**src/sv/rfm_pkg.sv**
```systemverilog
`timescale 1ns / 1ps

package rfm_pkg;

  // Frame store and window geometry
  localparam int MAX_WIDTH  = 64;
  localparam int MAX_HEIGHT = 64;
  localparam int MAX_WINDOW = 7;
  localparam int PIXEL_BITS = 8;

  localparam int MAX_RAD   = MAX_WINDOW / 2;
  localparam int SPAN_MAX  = 2 * MAX_RAD + 1;
  localparam int TAPS_MAX  = SPAN_MAX * SPAN_MAX;
  localparam int ROW_BITS  = $clog2(MAX_HEIGHT);
  localparam int COL_BITS  = $clog2(MAX_WIDTH);
  localparam int IDX_BITS  = (ROW_BITS > COL_BITS) ? ROW_BITS : COL_BITS;
  localparam int ADDR_BITS = ROW_BITS + COL_BITS;
  localparam int DEPTH     = MAX_HEIGHT * MAX_WIDTH;
  localparam int RAD_BITS  = $clog2(MAX_RAD + 1);
  localparam int SPAN_BITS = $clog2(SPAN_MAX);
  localparam int CNT_BITS  = $clog2(TAPS_MAX + 1);
  localparam int BIT_BITS  = $clog2(PIXEL_BITS);
  localparam int DIM_BITS  = 7;
  localparam int CRD_BITS  = 9;

  // Boundary modes
  localparam logic [2:0] BM_REFLECT = 3'd0;
  localparam logic [2:0] BM_CONST   = 3'd1;
  localparam logic [2:0] BM_NEAREST = 3'd2;
  localparam logic [2:0] BM_MIRROR  = 3'd3;
  localparam logic [2:0] BM_WRAP    = 3'd4;

  // Rank codes
  localparam logic [1:0] RK_MIN = 2'd0;
  localparam logic [1:0] RK_MED = 2'd1;
  localparam logic [1:0] RK_MAX = 2'd2;

  // Operation codes
  localparam logic OP_WRITE = 1'b0;
  localparam logic OP_QUERY = 1'b1;

  // Register indexes
  localparam logic [2:0] CFG_WIDTH  = 3'd0;
  localparam logic [2:0] CFG_HEIGHT = 3'd1;
  localparam logic [2:0] CFG_WSIZE  = 3'd2;
  localparam logic [2:0] CFG_BMODE  = 3'd3;
  localparam logic [2:0] CFG_FILL   = 3'd4;
  localparam logic [2:0] CFG_RANK   = 3'd5;

  typedef enum logic [2:0] {
    ST_IDLE,
    ST_MAP_ROW,
    ST_MAP_COL,
    ST_TAPS,
    ST_DRAIN,
    ST_DECIDE,
    ST_FINISH
  } state_t;

  // Control from the sequencer to the rank selector
  typedef struct packed {
    logic init;
    logic smp_vld;
    logic decide;
  } sel_ctl_t;

endpackage

```
**src/sv/rfm_map.sv**
```systemverilog
`timescale 1ns / 1ps

// Axis index mapper: folds or clamps an out-of-range tap index into 0..n-1,
// or marks it as a constant fill tap; one add or subtract of the period per cycle.
module rfm_map (
  input  logic                                clk,
  input  logic                                rst_n,
  input  logic                                start,
  input  logic signed [rfm_pkg::CRD_BITS-1:0] coord,
  input  logic        [rfm_pkg::DIM_BITS-1:0] dim,
  input  logic        [2:0]                   mode,
  output logic                                busy,
  output logic                                done,
  output logic        [rfm_pkg::IDX_BITS-1:0] idx,
  output logic                                fill
);
  import rfm_pkg::*;

  logic                       busy_r, busy_nxt;
  logic signed [CRD_BITS-1:0] v_r, v_nxt;
  logic signed [CRD_BITS-1:0] n, per, fold;
  logic                       is_mirror, is_wrap;

  assign is_mirror = (mode == BM_MIRROR);
  assign is_wrap   = (mode == BM_WRAP);
  assign n         = $signed({{(CRD_BITS-DIM_BITS){1'b0}}, dim});

  // Period of the fold
  always_comb begin
    priority if (is_wrap) begin
      per = n;
    end else if (is_mirror) begin
      per = (n <<< 1) - CRD_BITS'(2);
    end else begin
      per = n <<< 1;
    end
  end

  assign fold = is_mirror ? ((n <<< 1) - CRD_BITS'(2) - v_r)
                          : ((n <<< 1) - CRD_BITS'(1) - v_r);

  // One reduction step per cycle
  always_comb begin
    busy_nxt = busy_r;
    v_nxt    = v_r;
    done     = 1'b0;
    idx      = '0;
    fill     = 1'b0;
    if (start && !busy_r) begin
      busy_nxt = 1'b1;
      v_nxt    = coord;
    end else if (busy_r) begin
      priority if (v_r >= 0 && v_r < n) begin
        done = 1'b1;
        idx  = v_r[IDX_BITS-1:0];
      end else if (mode == BM_CONST) begin
        done = 1'b1;
        fill = 1'b1;
      end else if (mode == BM_NEAREST) begin
        done = 1'b1;
        idx  = (v_r < 0) ? '0 : IDX_BITS'(dim - DIM_BITS'(1));
      end else if (is_mirror && dim == DIM_BITS'(1)) begin
        done = 1'b1;
      end else if (v_r < 0) begin
        v_nxt = v_r + per;
      end else if (v_r >= per) begin
        v_nxt = v_r - per;
      end else begin
        done = 1'b1;
        idx  = fold[IDX_BITS-1:0];
      end
      if (done) begin
        busy_nxt = 1'b0;
      end
    end
  end

  always_ff @(posedge clk) begin
    if (!rst_n) begin
      busy_r <= 1'b0;
    end else begin
      busy_r <= busy_nxt;
    end
    v_r <= v_nxt;
  end

  assign busy = busy_r;

endmodule

```
**config.mk**
```make
export PLATFORM = sky130hd
export DESIGN_NAME = rfm_map
export DESIGN_NICKNAME = d
export VERILOG_FILES = /design/src/sv/rfm_pkg.sv /design/src/sv/rfm_map.sv
export SDC_FILE = /design/constraint.sdc
export NUM_CORES = 1
export LEC_CHECK = 0
export BUFFER_PORTS_ARGS = -buffer_cell sky130_fd_sc_hd__buf_2
export CORE_MARGIN = 5
export CORE_UTILIZATION = 60
export CTS_CLUSTER_SIZE = 10
export DETAILED_ROUTE_END_ITERATION = 10
export GPL_TIMING_DRIVEN = 0
export HOLD_SLACK_MARGIN = 0.02
export PLACE_DENSITY_LB_ADDON = 0.12
export SLEW_MARGIN = 15
export SYNTH_ARGS = -nofsm -noshare
export SYNTH_HDL_FRONTEND = slang
export SYNTH_SLANG_ARGS = --single-unit
```
**constraint.sdc**
```tcl
create_clock -name clk -period 4.6 [get_ports clk]
set_input_delay 0.23 -clock clk [delete_from_list [all_inputs] [get_ports clk]]
set_output_delay 0.23 -clock clk [all_outputs]
set_load 0.03 [all_outputs]
```
==> metrics.cfg <==
[yosys]
syn_area_um2=2462
synth_edf_count=9
ys.warnings.count=0
yosysTopAreaCellShare_pct=16.77
ys_types=64
synth_area_per_cell_um2=7.439
ys_seq_elements=10
yosysSeqAreaShare_pct=11.79
synth_async_sr_flop_share_pct=0
synth_cells=331
syn-num-nets=390
yosys.area.top_type=ha_1
synth_area_leaders=ha_1 (17%), edfxtp_1 (11%), a21oi_1 (4.9%)
synth_ff_type=edfxtp_1

[grt]
grt_antenna_before_repair=0
overflow=0
use_met2_pct=48.43
grt_max_degree=11
grtUsageMet3_pct=3.108
grt_usage_pct=27.36
met1_usage_pct=33.82
busiest_layer=met2
grt_pass1_vias=2498
grt_pass1_wl_mm=11.75

[hold_path]
hp-start=rst_n
whs_path_depth=2
hold_class=in -> reg

[critical_path]
crit_top_cell=buf_2
cpLargestDelayFamily=compound AO/OA/AOI/OAI gates
reg2regPathDepth=8
setup.worst_path.end_class=output pin
timing.rr.start=v_r[2]
critPathLaunch=dim[0]
worst_path_max_delay_cell=a311o_1
crit_cells=16
crit_required_ns=4.37
critPathKind=in -> out
path_buf_inv=4
critical_path.startpoint_type=input pin
crit_arrival_ns=4.00
cpPeakStageDelay_ns=0.40
path_cells=buf_2 -> inv_1 -> ha_1 -> or3b_1 -> buf_2 -> nor3_1 -> a21oi_1 -> a311o_1 -> ha_1 -> nor3b_1 -> o211a_1 -> a311o_1 -> a21oi_4 -> o2111ai_1 -> a31oi_1 -> buf_2
path_max_fanout=9

[sta]
drv_slew=0
layout_min_cycle_time_ns=4.225
slew_headroom_pct=55.47
setup_tns_ns=0
hold_ws_ns=0.2000
max_freq_mhz=236.7
worst_slew_pin_slew_ns=0.6679
fin_worst_skew_ns=0.0007719
setup_violations=0
post-route-period-util_pct=91.85
grt_setup_unrepaired=false
hold_violations=0

[die]
die_area_um2=5485
die_y_um=74.06
die_width_um=74.06
io_pins=31
num_rows=23
initial_core_util_pct=61.56
core_area_um2=4000

[cells_and_area]
layoutNonFillerInstCount=412
antennaDiodeCount=0
layout.nets=422
final_common_cell=ha_1
most-common-layout-cells=ha_1 (33), buf_2 (31), inv_1 (29), nand2_1 (27), nor2_1 (27)
multi_input_area_um2=1972
area_growth_pct=10.26
fillers=371
layout.area.seq_um2=290.3
drive_gt1_share_pct=13.81

[detailed_routing]
drt-total-wl_mm=7.248
antenna_left=0
wire_per_inst_um=17.59
vias=2645
drtIter0Drc=254
first_pass_iters=5
drcViolationCount=0
vias_per_cell=6.420

[clock_network]
cts_made_buffers=3
cts_setup_buffers=0
tritoncts=built
clk_pin_slew_worst_paths_ns=0.05
cts_resized=0
cts_sinks=10
htree_levels=1
clk-insertion-delay-late_ns=0.24
cts_buffer_depth=2
root_buffer=clkbuf_8
hold_buffers=0

[job]
maxCapViolCount=0

[placed_design]
numPortBuffers=27
gp_congestion=0.9854
dp.cells=408
dp_hpwl_mm=5.671

[power_and_ir_drop]
ir_worst_vdd_v=0.0004821
p_leak_nw=1.206
p_per_area_nw_per_um2=529.5

[status]
outcome=completed

-- synth_stat cells, types with 2 or more instances --
library cell  count
nand2b_1          6
clkbuf_1          8
a31oi_1           7
nor2b_1           5
and2_1            5
nand2_1          27
mux2_2            2
a211oi_1          3
mux2i_1           3
o31ai_1           2
o21bai_1          2
o22ai_1           9
buf_2             4
edfxtp_1          9
o21a_1            2
fa_1              4
inv_2             2
nand4_1           3
o2111ai_1         5
ha_1             33
nor2_1           27
o211ai_1          2
buf_4             2
a311o_1           2
nand3b_1          2
or3b_2            2
or4_1             2
xor2_1            5
a221oi_1          5
o21ai_0          19
a21oi_1          24
xnor2_1          12
nand3_1           5
a21o_1            7
o21ai_1           2
nor3_1           10
inv_1            29
nor3b_1           3
a2111oi_0         5
-- state kept, by name (all words and copies together), names as in the netlist --
name	count
busy	1
v_r	9
-- routing by layer --
| layer | vias up | routed length, um |
|---|---|---|
| li1 | 1276 | - |
| met1 | 1236 | 3038 |
| met2 | 111 | 3604 |
| met3 | 22 | 390 |
| met4 | 0 | 214 |
| met5 | - | 0 |
-- through the flow --
stage | cell area [um2] | setup WS, ns | utilization [%] | total power, mW
after floorplan | 2462 | 0.7558 | - | 1.038
after global placement | 2660 | 0.3207 | 66.50 | 1.279
after detailed placement | 2660 | 0.2672 | 66.50 | 1.304
after CTS | 2715 | 0.4101 | 67.88 | 1.425
after global routing | 2715 | 0.1693 | 67.88 | 1.559
final | 2715 | 0.3749 | 67.88 | 1.438
-- logic make-up (layout without fill, tap and decap cells) --
logic type,after synthesis,after routing,share of synthesized area [%]
xor+xnor,18,18,6.707
flops,10,10,11.79
compound gates,109,109,30.13
simple gates,104,104,21.09
mux,5,5,2.134
fa+ha+maj,37,37,20.02
buf+inv,48,79,8.130
-- where the power goes --
part	total (mW)	internal, mW	switching (mW)
logic	1.08	0.453	0.628
clock network	0.116	0.0757	0.0400
registers	0.241	0.163	0.0784
-- final cells by class --
type | instances | share of cell area (%)
flip-flops and latches | 10 | 10.69
multi-input cells | 273 | 72.63
plain buffers | 16 | 2.949
clock buffers | 4 | 2.028
well taps | 50 | 2.304
repair buffers | 27 | 4.977
inverters | 32 | 4.424
-- final timing paths --
path,to,slack (ns)
setup / recovery,idx[3],0.37
hold / removal,busy,0.20
setup reg to reg,v_r[4],1.65
hold reg to reg,busy,0.79
(Power assumes the default switching activity.)
