--- config.mk ---
export PLATFORM = sky130hd
export DESIGN_NAME = rfm_sel
export DESIGN_NICKNAME = d
export VERILOG_FILES = /design/src/sv/rfm_pkg.sv /design/src/sv/rfm_sel.sv
export SDC_FILE = /design/constraint.sdc
export NUM_CORES = 1
export LEC_CHECK = 0
export BUFFER_PORTS_ARGS = -buffer_cell sky130_fd_sc_hd__buf_4
export CAP_MARGIN = 5
export CORE_ASPECT_RATIO = 1.5
export CORE_UTILIZATION = 49
export DETAILED_ROUTE_END_ITERATION = 8
export PLACE_DENSITY = 0.77
export SYNTH_ARGS = -nofsm -noshare
export SYNTH_HDL_FRONTEND = slang
export SYNTH_SLANG_ARGS = --single-unit
--- constraint.sdc ---
create_clock -name clk -period 2.55 [get_ports clk]
set_input_delay 0.1275 -clock clk [delete_from_list [all_inputs] [get_ports clk]]
set_output_delay 0.1275 -clock clk [all_outputs]
set_load 0.02 [all_outputs]
--- src/sv/rfm_pkg.sv ---
`timescale 1ns / 1ps

package rfm_pkg;

  // Frame store and window geometry
  localparam int MAX_WIDTH  = 64;
  localparam int MAX_HEIGHT = 64;
  localparam int MAX_WINDOW = 7;
  localparam int PIXEL_BITS = 8;

  localparam int MAX_RAD   = MAX_WINDOW / 2;
  localparam int SPAN_MAX  = 2 * MAX_RAD + 1;
  localparam int TAPS_MAX  = SPAN_MAX * SPAN_MAX;
  localparam int ROW_BITS  = $clog2(MAX_HEIGHT);
  localparam int COL_BITS  = $clog2(MAX_WIDTH);
  localparam int IDX_BITS  = (ROW_BITS > COL_BITS) ? ROW_BITS : COL_BITS;
  localparam int ADDR_BITS = ROW_BITS + COL_BITS;
  localparam int DEPTH     = MAX_HEIGHT * MAX_WIDTH;
  localparam int RAD_BITS  = $clog2(MAX_RAD + 1);
  localparam int SPAN_BITS = $clog2(SPAN_MAX);
  localparam int CNT_BITS  = $clog2(TAPS_MAX + 1);
  localparam int BIT_BITS  = $clog2(PIXEL_BITS);
  localparam int DIM_BITS  = 7;
  localparam int CRD_BITS  = 9;

  // Boundary modes
  localparam logic [2:0] BM_REFLECT = 3'd0;
  localparam logic [2:0] BM_CONST   = 3'd1;
  localparam logic [2:0] BM_NEAREST = 3'd2;
  localparam logic [2:0] BM_MIRROR  = 3'd3;
  localparam logic [2:0] BM_WRAP    = 3'd4;

  // Rank codes
  localparam logic [1:0] RK_MIN = 2'd0;
  localparam logic [1:0] RK_MED = 2'd1;
  localparam logic [1:0] RK_MAX = 2'd2;

  // Operation codes
  localparam logic OP_WRITE = 1'b0;
  localparam logic OP_QUERY = 1'b1;

  // Register indexes
  localparam logic [2:0] CFG_WIDTH  = 3'd0;
  localparam logic [2:0] CFG_HEIGHT = 3'd1;
  localparam logic [2:0] CFG_WSIZE  = 3'd2;
  localparam logic [2:0] CFG_BMODE  = 3'd3;
  localparam logic [2:0] CFG_FILL   = 3'd4;
  localparam logic [2:0] CFG_RANK   = 3'd5;

  typedef enum logic [2:0] {
    ST_IDLE,
    ST_MAP_ROW,
    ST_MAP_COL,
    ST_TAPS,
    ST_DRAIN,
    ST_DECIDE,
    ST_FINISH
  } state_t;

  // Control from the sequencer to the rank selector
  typedef struct packed {
    logic init;
    logic smp_vld;
    logic decide;
  } sel_ctl_t;

endpackage

--- src/sv/rfm_sel.sv ---
`timescale 1ns / 1ps

// Rank selector: bitwise radix select, one pass over the window per
// result bit, MSB first; min and max tracked on the first pass.
module rfm_sel (
  input  logic                                  clk,
  input  logic                                  rst_n,
  input  rfm_pkg::sel_ctl_t                     ctl,
  input  logic [rfm_pkg::CNT_BITS-1:0]          k_in,
  input  logic [rfm_pkg::PIXEL_BITS-1:0]        smp_val,
  output logic [rfm_pkg::PIXEL_BITS-1:0]        result,
  output logic [rfm_pkg::PIXEL_BITS-1:0]        min_val,
  output logic [rfm_pkg::PIXEL_BITS-1:0]        max_val,
  output logic                                  last_bit
);
  import rfm_pkg::*;

  logic [PIXEL_BITS-1:0] pre_r, pre_nxt;
  logic [PIXEL_BITS-1:0] min_r, min_nxt, max_r, max_nxt;
  logic [CNT_BITS-1:0]   k_r, k_nxt, cnt_r, cnt_nxt;
  logic [BIT_BITS-1:0]   bit_r, bit_nxt;
  logic                  first_r, first_nxt;
  logic [PIXEL_BITS:0]   ones_sh;
  logic [PIXEL_BITS-1:0] hi_mask;
  logic                  match;

  // Bits above the current one must equal the prefix; current bit zero
  assign ones_sh = {(PIXEL_BITS+1){1'b1}} << ({1'b0, bit_r} + (BIT_BITS+1)'(1));
  assign hi_mask = ones_sh[PIXEL_BITS-1:0];
  assign match   = (((smp_val ^ pre_r) & hi_mask) == '0) && !smp_val[bit_r];

  always_comb begin
    pre_nxt   = pre_r;
    min_nxt   = min_r;
    max_nxt   = max_r;
    k_nxt     = k_r;
    cnt_nxt   = cnt_r;
    bit_nxt   = bit_r;
    first_nxt = first_r;
    priority if (ctl.init) begin
      pre_nxt   = '0;
      min_nxt   = '1;
      max_nxt   = '0;
      k_nxt     = k_in;
      cnt_nxt   = '0;
      bit_nxt   = BIT_BITS'(PIXEL_BITS - 1);
      first_nxt = 1'b1;
    end else if (ctl.decide) begin
      if (k_r >= cnt_r) begin
        pre_nxt[bit_r] = 1'b1;
        k_nxt          = k_r - cnt_r;
      end
      cnt_nxt   = '0;
      bit_nxt   = bit_r - BIT_BITS'(1);
      first_nxt = 1'b0;
    end else if (ctl.smp_vld) begin
      if (match) begin
        cnt_nxt = cnt_r + CNT_BITS'(1);
      end
      if (first_r && smp_val < min_r) begin
        min_nxt = smp_val;
      end
      if (first_r && smp_val > max_r) begin
        max_nxt = smp_val;
      end
    end
  end

  always_ff @(posedge clk) begin
    if (!rst_n) begin
      bit_r   <= '0;
      first_r <= 1'b0;
      cnt_r   <= '0;
    end else begin
      bit_r   <= bit_nxt;
      first_r <= first_nxt;
      cnt_r   <= cnt_nxt;
    end
    pre_r <= pre_nxt;
    min_r <= min_nxt;
    max_r <= max_nxt;
    k_r   <= k_nxt;
  end

  assign result   = pre_r;
  assign min_val  = min_r;
  assign max_val  = max_r;
  assign last_bit = (bit_r == '0);

endmodule

==> flow_summary.yaml, run 1 <==
outcome:
  status: "finished clean"
logic_synthesis:
  postSynthRegisterBits: 40
  synth.cells.most_frequent: "37 x sky130_fd_sc_hd__inv_1, 34 x sky130_fd_sc_hd__dfxtp_1, 27 x sky130_fd_sc_hd__ha_1"
  netlist_instances: 300
  yosysMostFrequentCell: "sky130_fd_sc_hd__inv_1"
  synth.top_cell.area_share: 0.260
  yosys_warnings: 0
  syn_area_mm2: 0.00262
  syn_avg_cell_area_um2: 8.73
  yosys.cell_types.count: 45
  post_synth_main_area_contributors: "sky130_fd_sc_hd__dfxtp_1 26%, sky130_fd_sc_hd__ha_1 13%, sky130_fd_sc_hd__mux2i_1 8.0%"
  postSynthNetCount: 347
  dominant_synthesized_flop_cell: "sky130_fd_sc_hd__dfxtp_1"
  synth.yosys.seq_area_share: 0.329
  synth.largest_area_cell: "sky130_fd_sc_hd__dfxtp_1"
  synth_edf_count: 6
  synth-async-reset-ratio: 0
grt:
  globalRouteTotalUtil: 0.219
  global_route.usage.met1: 0.246
  grtUsageMet2: 0.395
  antenna_found_initial: 0
  pin_count_of_the_biggest_net_entering_global_routing: 63
  grt_use_met3: 0.0442
  global_route_wire_length_before_repair_um: 9290
  first_global_vias: 2088
  globalRoute.busiestLayer: "met2"
  overflow: 0
die:
  die_h_um: 91.5
  core_area_mm2: 0.00512
  initial_core_util: 0.511
  die_x_um: 61.7
  die-area_mm2: 0.00564
  core.rowCount: 32
  i_o_pin_total: 44
cells_and_area:
  sequential_cell_area_um2: 861
  area.growth.synth_to_final_pct: 17.6
  layout.cell_area.non_filler_mm2: 0.00308
  diodes: 0
  post_route_cells_drive_above_1_share: 0.167
  multi_input_comb_area_mm2: 0.00156
  nets: 388
  fill_cells: 483
hold_path:
  worst_hold_path_class: "in -> reg"
  hold_path_depth: 2
power:
  p_leak_nw: 1.33
  clock_power_share: 0.281
  power.share.combinational: 0.235
  total_power_mw: 1.46
  sequential_share_of_power: 0.484
  power.density_cell_area_mw_per_mm2: 473
  power_switching_mw: 0.437
  internal_power_mw: 1.02
  peakVddDrop_v: 0.000442
  switching_share: 0.300
timing:
  clock.fmax_mhz: 429
  fin_skew_ns: 0.00313
  time_the_worst_path_needs_with_i_o_delays_and_setup_ns: 2.33
  fin_tns_setup_ns: 0
  setup_violations: 0
  worst_path_setup_slack_after_routing_ns: 0.218
  final-max-slew-violation-count: 0
  timing.max_slew.rel_slack: 0.640
  unrepaired_setup_endpoints_after_global_routing: "no"
  final_critical_path_share_of_the_clock_period: 0.914
  final.hold.worst_slack_ns: 0.105
  worst_slew_pin_slew_ns: 0.540
  finalHoldViolations: 0
worst_setup_path:
  crit_path_start: "bit_r[1]"
  timing.critical_path.fanout_max: 12
  setup.worst_path.class: "reg -> reg"
  critPathRequiredTime_ns: 2.79
  cp.depth: 7
  critPathMaxStageDelay_ns: 0.58
  cell_type_group_with_the_largest_total_delay_on_the_critical_path: "simple AND/OR/NAND/NOR gates"
  timing.critical_path.to: "cnt_r[2]"
  critPathArrivalTime_ns: 2.57
  startpoint_type: "register"
  rr_startpoint: "bit_r[1]"
  regToRegEndpoint: "cnt_r[2]"
  endpoint_kind: "register"
  r2r_slack_ns: 0.22
  crit_path_top_delay_cell: "sky130_fd_sc_hd__dfxtp_1"
  cp_buf_inv_count: 0
  worstPathCellList: "ha_1, xor2_2, a21oi_1, nor4_2, a2bb2oi_2, or4b_1, nand2_1"
  worstRegToRegCells: 7
drt:
  detail_route.wirelength_um: 5730
  first_iter_violations: 66
  ant_nets: 0
  routedWlPerCell_um: 14.0
  detail_route.first_pass.iterations: 5
  via_count_of_the_routed_design: 2196
  remaining_drc_errors: 0
  via_per_inst: 5.36
clock_network:
  cts_inserted_buffers: 5
  postCtsSetupBuffers: 0
  cts_root_buf: "sky130_fd_sc_hd__clkbuf_8"
  cts-htree-levels: 2
  cts.sink_count: 40
  cts.path.max_buffers: 2
  post_cts_resize_count: 0
  cts_tree: "built"
  clkTransAtPathRegs_ns: 0.08
  clk_latency_ns: 0.29
  cts.hold.buffers_added: 0
place:
  dp_hpwl_um: 4260
  placedInstanceArea_mm2: 0.00299
  port-buffer-count: 43
  routabilityCongestion: 0.858
  preCtsSetupSlack_ns: 0.218
flow_run:
  maxCapViolCount: 0
==> cell type report <==
| type | instances | share of cell area |
|---|---|---|
| Inverter | 37 | 0.0451 |
| Multi-Input combinational cell | 210 | 0.507 |
| Sequential cell | 40 | 0.280 |
| Tap cell | 68 | 0.0276 |
| Clock inverter | 1 | 0.00122 |
| Clock buffer | 7 | 0.0248 |
| Timing Repair Buffer | 47 | 0.115 |
==> state kept, by name, indices dropped and copies added (netlist names) <==
signal and flops:
bit_r 3, cnt_r 6, first_r 1, k_r 6, max_val 8, min_val 8
result 8
==> worst min-delay path by stage <==
stage / startpoint / end / slack [ns]
CTS: rst_n / bit_r[2] / 0.10
floorplan: rst_n / bit_r[2] / 0.24
global placement: rst_n / bit_r[2] / 0.40
finish: rst_n / first_r / 0.10
global route: rst_n / first_r / 0.11
detailed placement: rst_n / first_r / 0.41
==> worst register-to-register path, cell delays in order (launching register included) <==
cell                        delay, ns
sky130_fd_sc_hd__dfxtp_1         0.58
sky130_fd_sc_hd__ha_1            0.33
sky130_fd_sc_hd__xor2_2          0.19
sky130_fd_sc_hd__a21oi_1         0.10
sky130_fd_sc_hd__nor4_2          0.31
sky130_fd_sc_hd__a2bb2oi_2       0.17
sky130_fd_sc_hd__or4b_1          0.53
sky130_fd_sc_hd__nand2_1         0.08
==> placed cells by master, fill, tap and decap left out, drive strengths merged, types with 2 or more instances in the layout <==
cell type	netlist	routed
nand2b	24	24
o31ai	3	3
o32ai	2	2
o211ai	2	2
and2	2	2
or4b	2	2
xnor2	8	8
a21oi	10	10
buf	3	47
nand2	18	18
xor2	4	4
nand3	6	6
ha	27	27
clkbuf	10	7
nor3b	2	2
o41ai	2	2
mux2i	21	21
o21ai	11	11
o22ai	6	6
edfxtp	6	6
dfxtp	34	34
a21o	2	2
o221ai	2	2
nor3	2	2
o21a	9	9
inv	37	37
nor2	21	21
nor2b	5	5
nand4	4	4
nor4	2	2
a21boi	3	3
and3	2	2
==> metrics by stage <==
stage | cells | util
final | 410 | 0.601
after floorplan | 300 | -
after global routing | 410 | 0.601
after detailed placement | 402 | 0.584
after global placement | 402 | 0.584
after CTS | 410 | 0.600
==> power by group through the flow <==
stage | clock, mW | combinational (mW) | sequential (mW)
5_1_grt | 0.435 | 0.385 | 0.710
6_report | 0.409 | 0.342 | 0.705
3_5_place_dp | 0 | 0.340 | 0.720
4_1_cts | 0.413 | 0.342 | 0.705
3_3_place_gp | 0 | 0.333 | 0.718
2_1_floorplan | 0 | 0.227 | 0.721
==> kinds of logic after synthesis <==
kind of cell               after synthesis  share of synthesized area
adders and majority gates               28                      0.137
xor gates and xnor gates                12                     0.0430
buffers and inverters                   50                     0.0765
AOI/OAI and AO/OA                       58                      0.152
DFF                                     40                      0.329
muxes                                   21                     0.0803
and+or+nand+nor                         91                      0.183
==> layer usage <==
metal | vias to the layer above | wire length, µm
met5 | - | 0
met4 | 0 | 68
met3 | 6 | 230
met2 | 46 | 3130
met1 | 1040 | 2300
li1 | 1104 | -
Note: power is estimated with default switching activity, not from simulation.
==> run 2: changes to the inputs <==
--- a/config.mk
+++ b/config.mk
@@ -7,10 +7,12 @@
 export LEC_CHECK = 0
 export BUFFER_PORTS_ARGS = -buffer_cell sky130_fd_sc_hd__buf_4
 export CAP_MARGIN = 5
+export CELL_PAD_IN_SITES_DETAIL_PLACEMENT = 2
+export CELL_PAD_IN_SITES_GLOBAL_PLACEMENT = 2
 export CORE_ASPECT_RATIO = 1.5
-export CORE_UTILIZATION = 49
+export CORE_UTILIZATION = 34
 export DETAILED_ROUTE_END_ITERATION = 8
-export PLACE_DENSITY = 0.77
+export PLACE_DENSITY = 0.86
 export SYNTH_ARGS = -nofsm -noshare
 export SYNTH_HDL_FRONTEND = slang
 export SYNTH_SLANG_ARGS = --single-unit
==> run 2 against run 1 <==
Effect of this change: critical path depth up 3; combinational power up 11%; fmax down 2.2%.
==> flow_summary.yaml, run 2 (synthesis results as in run 1) <==
drt:
  via_count_of_the_routed_design: 2317
  first_iter_violations: 69
  remaining_drc_errors: 0
  detail_route.wirelength_um: 8030
  via_per_inst: 5.22
  routedWlPerCell_um: 18.1
  ant_nets: 0
  detail_route.first_pass.iterations: 4
clock_network:
  cts.sink_count: 40
  postCtsSetupBuffers: 0
  cts-htree-levels: 2
  cts.path.max_buffers: 2
  clkTransAtPathRegs_ns: 0.09
  cts.hold.buffers_added: 0
  clk_latency_ns: 0.31
  cts_tree: "built"
  cts_inserted_buffers: 5
  cts_root_buf: "sky130_fd_sc_hd__clkbuf_8"
outcome:
  status: "finished clean"
worst_setup_path:
  startpoint_type: "register"
  critPathRequiredTime_ns: 2.75
  setup.worst_path.class: "reg -> reg"
  critPathArrivalTime_ns: 2.58
  timing.critical_path.fanout_max: 8
  endpoint_kind: "register"
grt:
  globalRoute.busiestLayer: "met2"
  global_route_wire_length_before_repair_um: 13100
  grt_use_met3: 0.0266
  global_route.usage.met1: 0.229
  first_global_vias: 2587
  antenna_found_initial: 0
  overflow: 0
  globalRouteTotalUtil: 0.217
  grtUsageMet2: 0.423
  pin_count_of_the_biggest_net_entering_global_routing: 63
cells_and_area:
  mostFrequentLayoutCells: "49 x sky130_fd_sc_hd__buf_4, 37 x sky130_fd_sc_hd__inv_1, 34 x sky130_fd_sc_hd__dfxtp_1"
  post_route_cells_drive_above_1_share: 0.180
  diodes: 0
  area.growth.synth_to_final_pct: 21.0
  mostFrequentLayoutCell: "sky130_fd_sc_hd__buf_4"
  nets: 390
  layout.cell_area.non_filler_mm2: 0.00317
power:
  peakVddDrop_v: 0.000220
  p_leak_nw: 1.36
  clock_power_share: 0.331
  power.share.combinational: 0.235
  sequential_share_of_power: 0.434
  switching_share: 0.308
  internal_power_mw: 1.13
  power.density_cell_area_mw_per_mm2: 513
  power_switching_mw: 0.500
timing:
  final_critical_path_share_of_the_clock_period: 0.935
  fin_skew_ns: 0.00807
  worst_slew_pin_slew_ns: 0.579
  setup_violations: 0
  finalHoldViolations: 0
  unrepaired_setup_endpoints_after_global_routing: "no"
  clock.fmax_mhz: 420
  worst_path_setup_slack_after_routing_ns: 0.167
  timing.max_slew.rel_slack: 0.614
  fin_tns_setup_ns: 0
  final-max-slew-violation-count: 0
  time_the_worst_path_needs_with_i_o_delays_and_setup_ns: 2.38
hold_path:
  worst_hold_path_class: "in -> reg"
die:
  die-area_mm2: 0.00806
  core.rowCount: 38
  i_o_pin_total: 44
  initial_core_util: 0.357
  core_area_mm2: 0.00732
  die_x_um: 73.6
  die_h_um: 109
flow_run:
  maxCapViolCount: 0
place:
  port-buffer-count: 43
  routabilityCongestion: 0.750
  placedInstanceArea_mm2: 0.00305
  dp_hpwl_um: 5920
  preCtsSetupSlack_ns: 0.145
-- run 2: final timing paths --
check        cells after the start  slack [ns]         to     start
max                             10        0.17  result[7]    k_r[0]
min                              2        0.07    first_r     rst_n
max reg2reg                     10        0.17  result[7]    k_r[0]
min reg2reg                      2        0.50   cnt_r[4]  cnt_r[4]
-- run 2: critical path, stage by stage, from the launching register on --
cell and delay [ns]:
sky130_fd_sc_hd__edfxtp_1 0.33, sky130_fd_sc_hd__inv_1 0.04, sky130_fd_sc_hd__ha_1 0.22, sky130_fd_sc_hd__fa_1 0.42
sky130_fd_sc_hd__nand2b_1 0.19, sky130_fd_sc_hd__a21oi_2 0.21, sky130_fd_sc_hd__o21ai_0 0.10, sky130_fd_sc_hd__a21boi_1 0.15
sky130_fd_sc_hd__o21ai_1 0.10, sky130_fd_sc_hd__buf_4 0.19, sky130_fd_sc_hd__o32ai_1 0.32
-- run 2: layer usage --
layer  wire (µm)  part of all wire
met5           0                 0
met1        3050              0.38
met2        4600              0.57
met3         157             0.020
met4         231             0.029
-- run 2: repair_timing --
| item | 4_1_cts | 5_1_grt |
|---|---|---|
| resized for setup | 1 | 2 |
| setup endpoints to repair | 1 | 4 |
| pin swaps | 0 | 0 |
| gates cloned | 0 | 0 |
-- run 2: power groups by stage --
stage / sequential (mW) / combinational, mW / clock (mW)
3_5_place_dp: 0.720 / 0.368 / 0
6_report: 0.706 / 0.381 / 0.539
3_3_place_gp: 0.718 / 0.347 / 0
5_1_grt: 0.710 / 0.418 / 0.577
4_1_cts: 0.707 / 0.385 / 0.556
2_1_floorplan: 0.721 / 0.227 / 0
-- run 2: stage by stage --
stage,hold slack (ns),total power [mW],utilization,cells
after floorplan,0.245,0.948,-,300
after global placement,0.390,1.06,0.416,436
final,0.0705,1.63,0.433,444
after CTS,0.0702,1.65,0.432,444
after detailed placement,0.390,1.09,0.416,436
after global routing,0.0873,1.71,0.433,444
-- run 2: cell type report --
type,instances,area (µm²)
multi-input cells,210,1570
well taps,100,125
clock buffers,6,72.6
clock inverters,2,35.0
inverters,37,139
flip-flops and latches,40,861
fillers,867,4150
repair buffers,49,368
==> run 3: changes to the inputs <==
--- a/config.mk
+++ b/config.mk
@@ -7,7 +7,7 @@
 export LEC_CHECK = 0
 export BUFFER_PORTS_ARGS = -buffer_cell sky130_fd_sc_hd__buf_4
 export CAP_MARGIN = 5
-export CELL_PAD_IN_SITES_DETAIL_PLACEMENT = 2
+export CELL_PAD_IN_SITES_DETAIL_PLACEMENT = 1
 export CELL_PAD_IN_SITES_GLOBAL_PLACEMENT = 2
 export CORE_ASPECT_RATIO = 1.5
 export CORE_UTILIZATION = 34
==> run 3 against run 2 <==
Effect of this change: largest power group unchanged; critical endpoint is now result[6]; non-clock buffer count unchanged; sequential share of layout area up 0.097 points; sequential power about the same; highest routed layer unchanged.
==> flow_summary.yaml, run 3 (synthesis results as in run 1) <==
timing:
  final-max-slew-violation-count: 0
  time_the_worst_path_needs_with_i_o_delays_and_setup_ns: 2.31
  worst_slew_pin_slew_ns: 0.555
  final_critical_path_share_of_the_clock_period: 0.907
  clock.fmax_mhz: 432
  unrepaired_setup_endpoints_after_global_routing: "no"
  final.hold.worst_slack_ns: 0.0869
  finalHoldViolations: 0
  worst_path_setup_slack_after_routing_ns: 0.237
  fin_tns_setup_ns: 0
  setup_violations: 0
  fin_skew_ns: 0.00557
  timing.max_slew.rel_slack: 0.630
cells_and_area:
  mostFrequentLayoutCell: "sky130_fd_sc_hd__buf_4"
  post_route_cells_drive_above_1_share: 0.174
  area.growth.synth_to_final_pct: 20.6
  utilization_after_layout: 0.431
  layout.cell_area.non_filler_mm2: 0.00316
  fill_cells: 904
  nets: 390
  diodes: 0
  mostFrequentLayoutCells: "49 x sky130_fd_sc_hd__buf_4, 37 x sky130_fd_sc_hd__inv_1, 34 x sky130_fd_sc_hd__dfxtp_1"
  final-instance-count-excl-fill: 444
outcome:
  status: "finished clean"
power:
  switching_share: 0.288
  power.density_cell_area_mw_per_mm2: 500
  peakVddDrop_v: 0.000254
  clock_power_share: 0.330
  internal_power_mw: 1.12
  p_leak_nw: 1.35
  sequential_share_of_power: 0.446
  total_power_mw: 1.58
  power_switching_mw: 0.455
  power.share.combinational: 0.224
die:
  die_x_um: 73.6
  i_o_pin_total: 44
  core_area_mm2: 0.00732
  die-area_mm2: 0.00806
  core.rowCount: 38
  initial_core_util: 0.357
  die_h_um: 109
drt:
  first_iter_violations: 42
  via_per_inst: 4.96
  ant_nets: 0
  remaining_drc_errors: 0
  detail_route.wirelength_um: 6630
  routedWlPerCell_um: 14.9
  via_count_of_the_routed_design: 2201
  detail_route.first_pass.iterations: 4
worst_setup_path:
  setup.worst_path.class: "reg -> reg"
  worstRegToRegCells: 10
  crit_path_top_delay_cell: "sky130_fd_sc_hd__fa_1"
  worstPathCellList: "inv_1, ha_1, fa_1, nand2b_1, a21oi_1, o21ai_0, a21boi_0, o21ai_1, buf_4, o41ai_1"
  endpoint_kind: "register"
  critPathMaxStageDelay_ns: 0.40
  startpoint_type: "register"
  r2r_slack_ns: 0.24
  critPathArrivalTime_ns: 2.50
  rr_startpoint: "k_r[0]"
  critPathRequiredTime_ns: 2.74
  timing.critical_path.fanout_max: 8
  regToRegEndpoint: "result[6]"
grt:
  global_route_wire_length_before_repair_um: 10800
  globalRouteTotalUtil: 0.177
  first_global_vias: 2266
  pin_count_of_the_biggest_net_entering_global_routing: 63
  overflow: 0
  globalRoute.busiestLayer: "met2"
  global_route.usage.met1: 0.195
  antenna_found_initial: 0
  grtUsageMet2: 0.335
  grt_use_met3: 0.0275
clock_network:
  cts.path.max_buffers: 2
  post_cts_resize_count: 0
  cts.hold.buffers_added: 0
  cts.sink_count: 40
  cts_tree: "built"
  cts_inserted_buffers: 5
  cts_root_buf: "sky130_fd_sc_hd__clkbuf_8"
  postCtsSetupBuffers: 0
  clk_latency_ns: 0.29
  cts-htree-levels: 2
  clkTransAtPathRegs_ns: 0.08
hold_path:
  worst_hold_path_class: "in -> reg"
  hold_path_depth: 2
  hold_end: "bit_r[0]"
  hold_path_startpoint: "rst_n"
place:
  port-buffer-count: 43
  placed_cells_incl_taps: 436
  dp_hpwl_um: 5050
  routabilityCongestion: 0.750
  preCtsSetupSlack_ns: 0.237
  placedInstanceArea_mm2: 0.00305
flow_run:
  maxCapViolCount: 0
[run 3: cell counts in the layout (fill, tap and decap cells not counted)]
Identical to the previous run, type by type.
[run 3: area by class of cell]
type,count,area (µm²),area share
inverter,37,139,0.0440
timing repair buffer,49,368,0.117
tap,100,125,0.0396
multi-input combinational,210,1560,0.493
sequential,40,861,0.273
clock inverter,2,35.0,0.0111
clock buffer,6,72.6,0.0230
[run 3: layer usage]
| metal | wire length [µm] | share of wire | up-vias |
|---|---|---|---|
| met5 | 0 | 0 | - |
| met4 | 70 | 0.011 | 0 |
| met3 | 170 | 0.026 | 4 |
| met2 | 3600 | 0.54 | 30 |
| met1 | 2790 | 0.42 | 1059 |
| li1 | - | - | 1108 |
[run 3: worst max path at each step]
stage / from / to / depth (start not counted)
final: k_r[0] / result[6] / 10
after global routing: k_r[0] / k_r[0] / 9
after CTS: k_r[0] / result[6] / 10
after detailed placement: k_r[0] / result[6] / 10
after global placement: k_r[0] / k_r[0] / 9
after floorplan: bit_r[0] / cnt_r[2] / 8
[run 3: worst max-delay path: cells and delay by family (launching register included)]
family	cells	cell delay (ns)
AOI/OAI and AO/OA	5	0.88
adders and majority gates	2	0.62
buffers and inverters	2	0.21
DFF	1	0.33
and+or+nand+nor	1	0.16
[run 3: power groups by stage]
| stage | Clock, mW | Sequential (mW) | Combinational [mW] |
|---|---|---|---|
| 2_1_floorplan | 0 | 0.721 | 0.227 |
| 3_3_place_gp | 0 | 0.718 | 0.347 |
| 3_5_place_dp | 0 | 0.719 | 0.356 |
| 4_1_cts | 0.542 | 0.704 | 0.359 |
| 5_1_grt | 0.565 | 0.708 | 0.395 |
| 6_report | 0.520 | 0.704 | 0.353 |
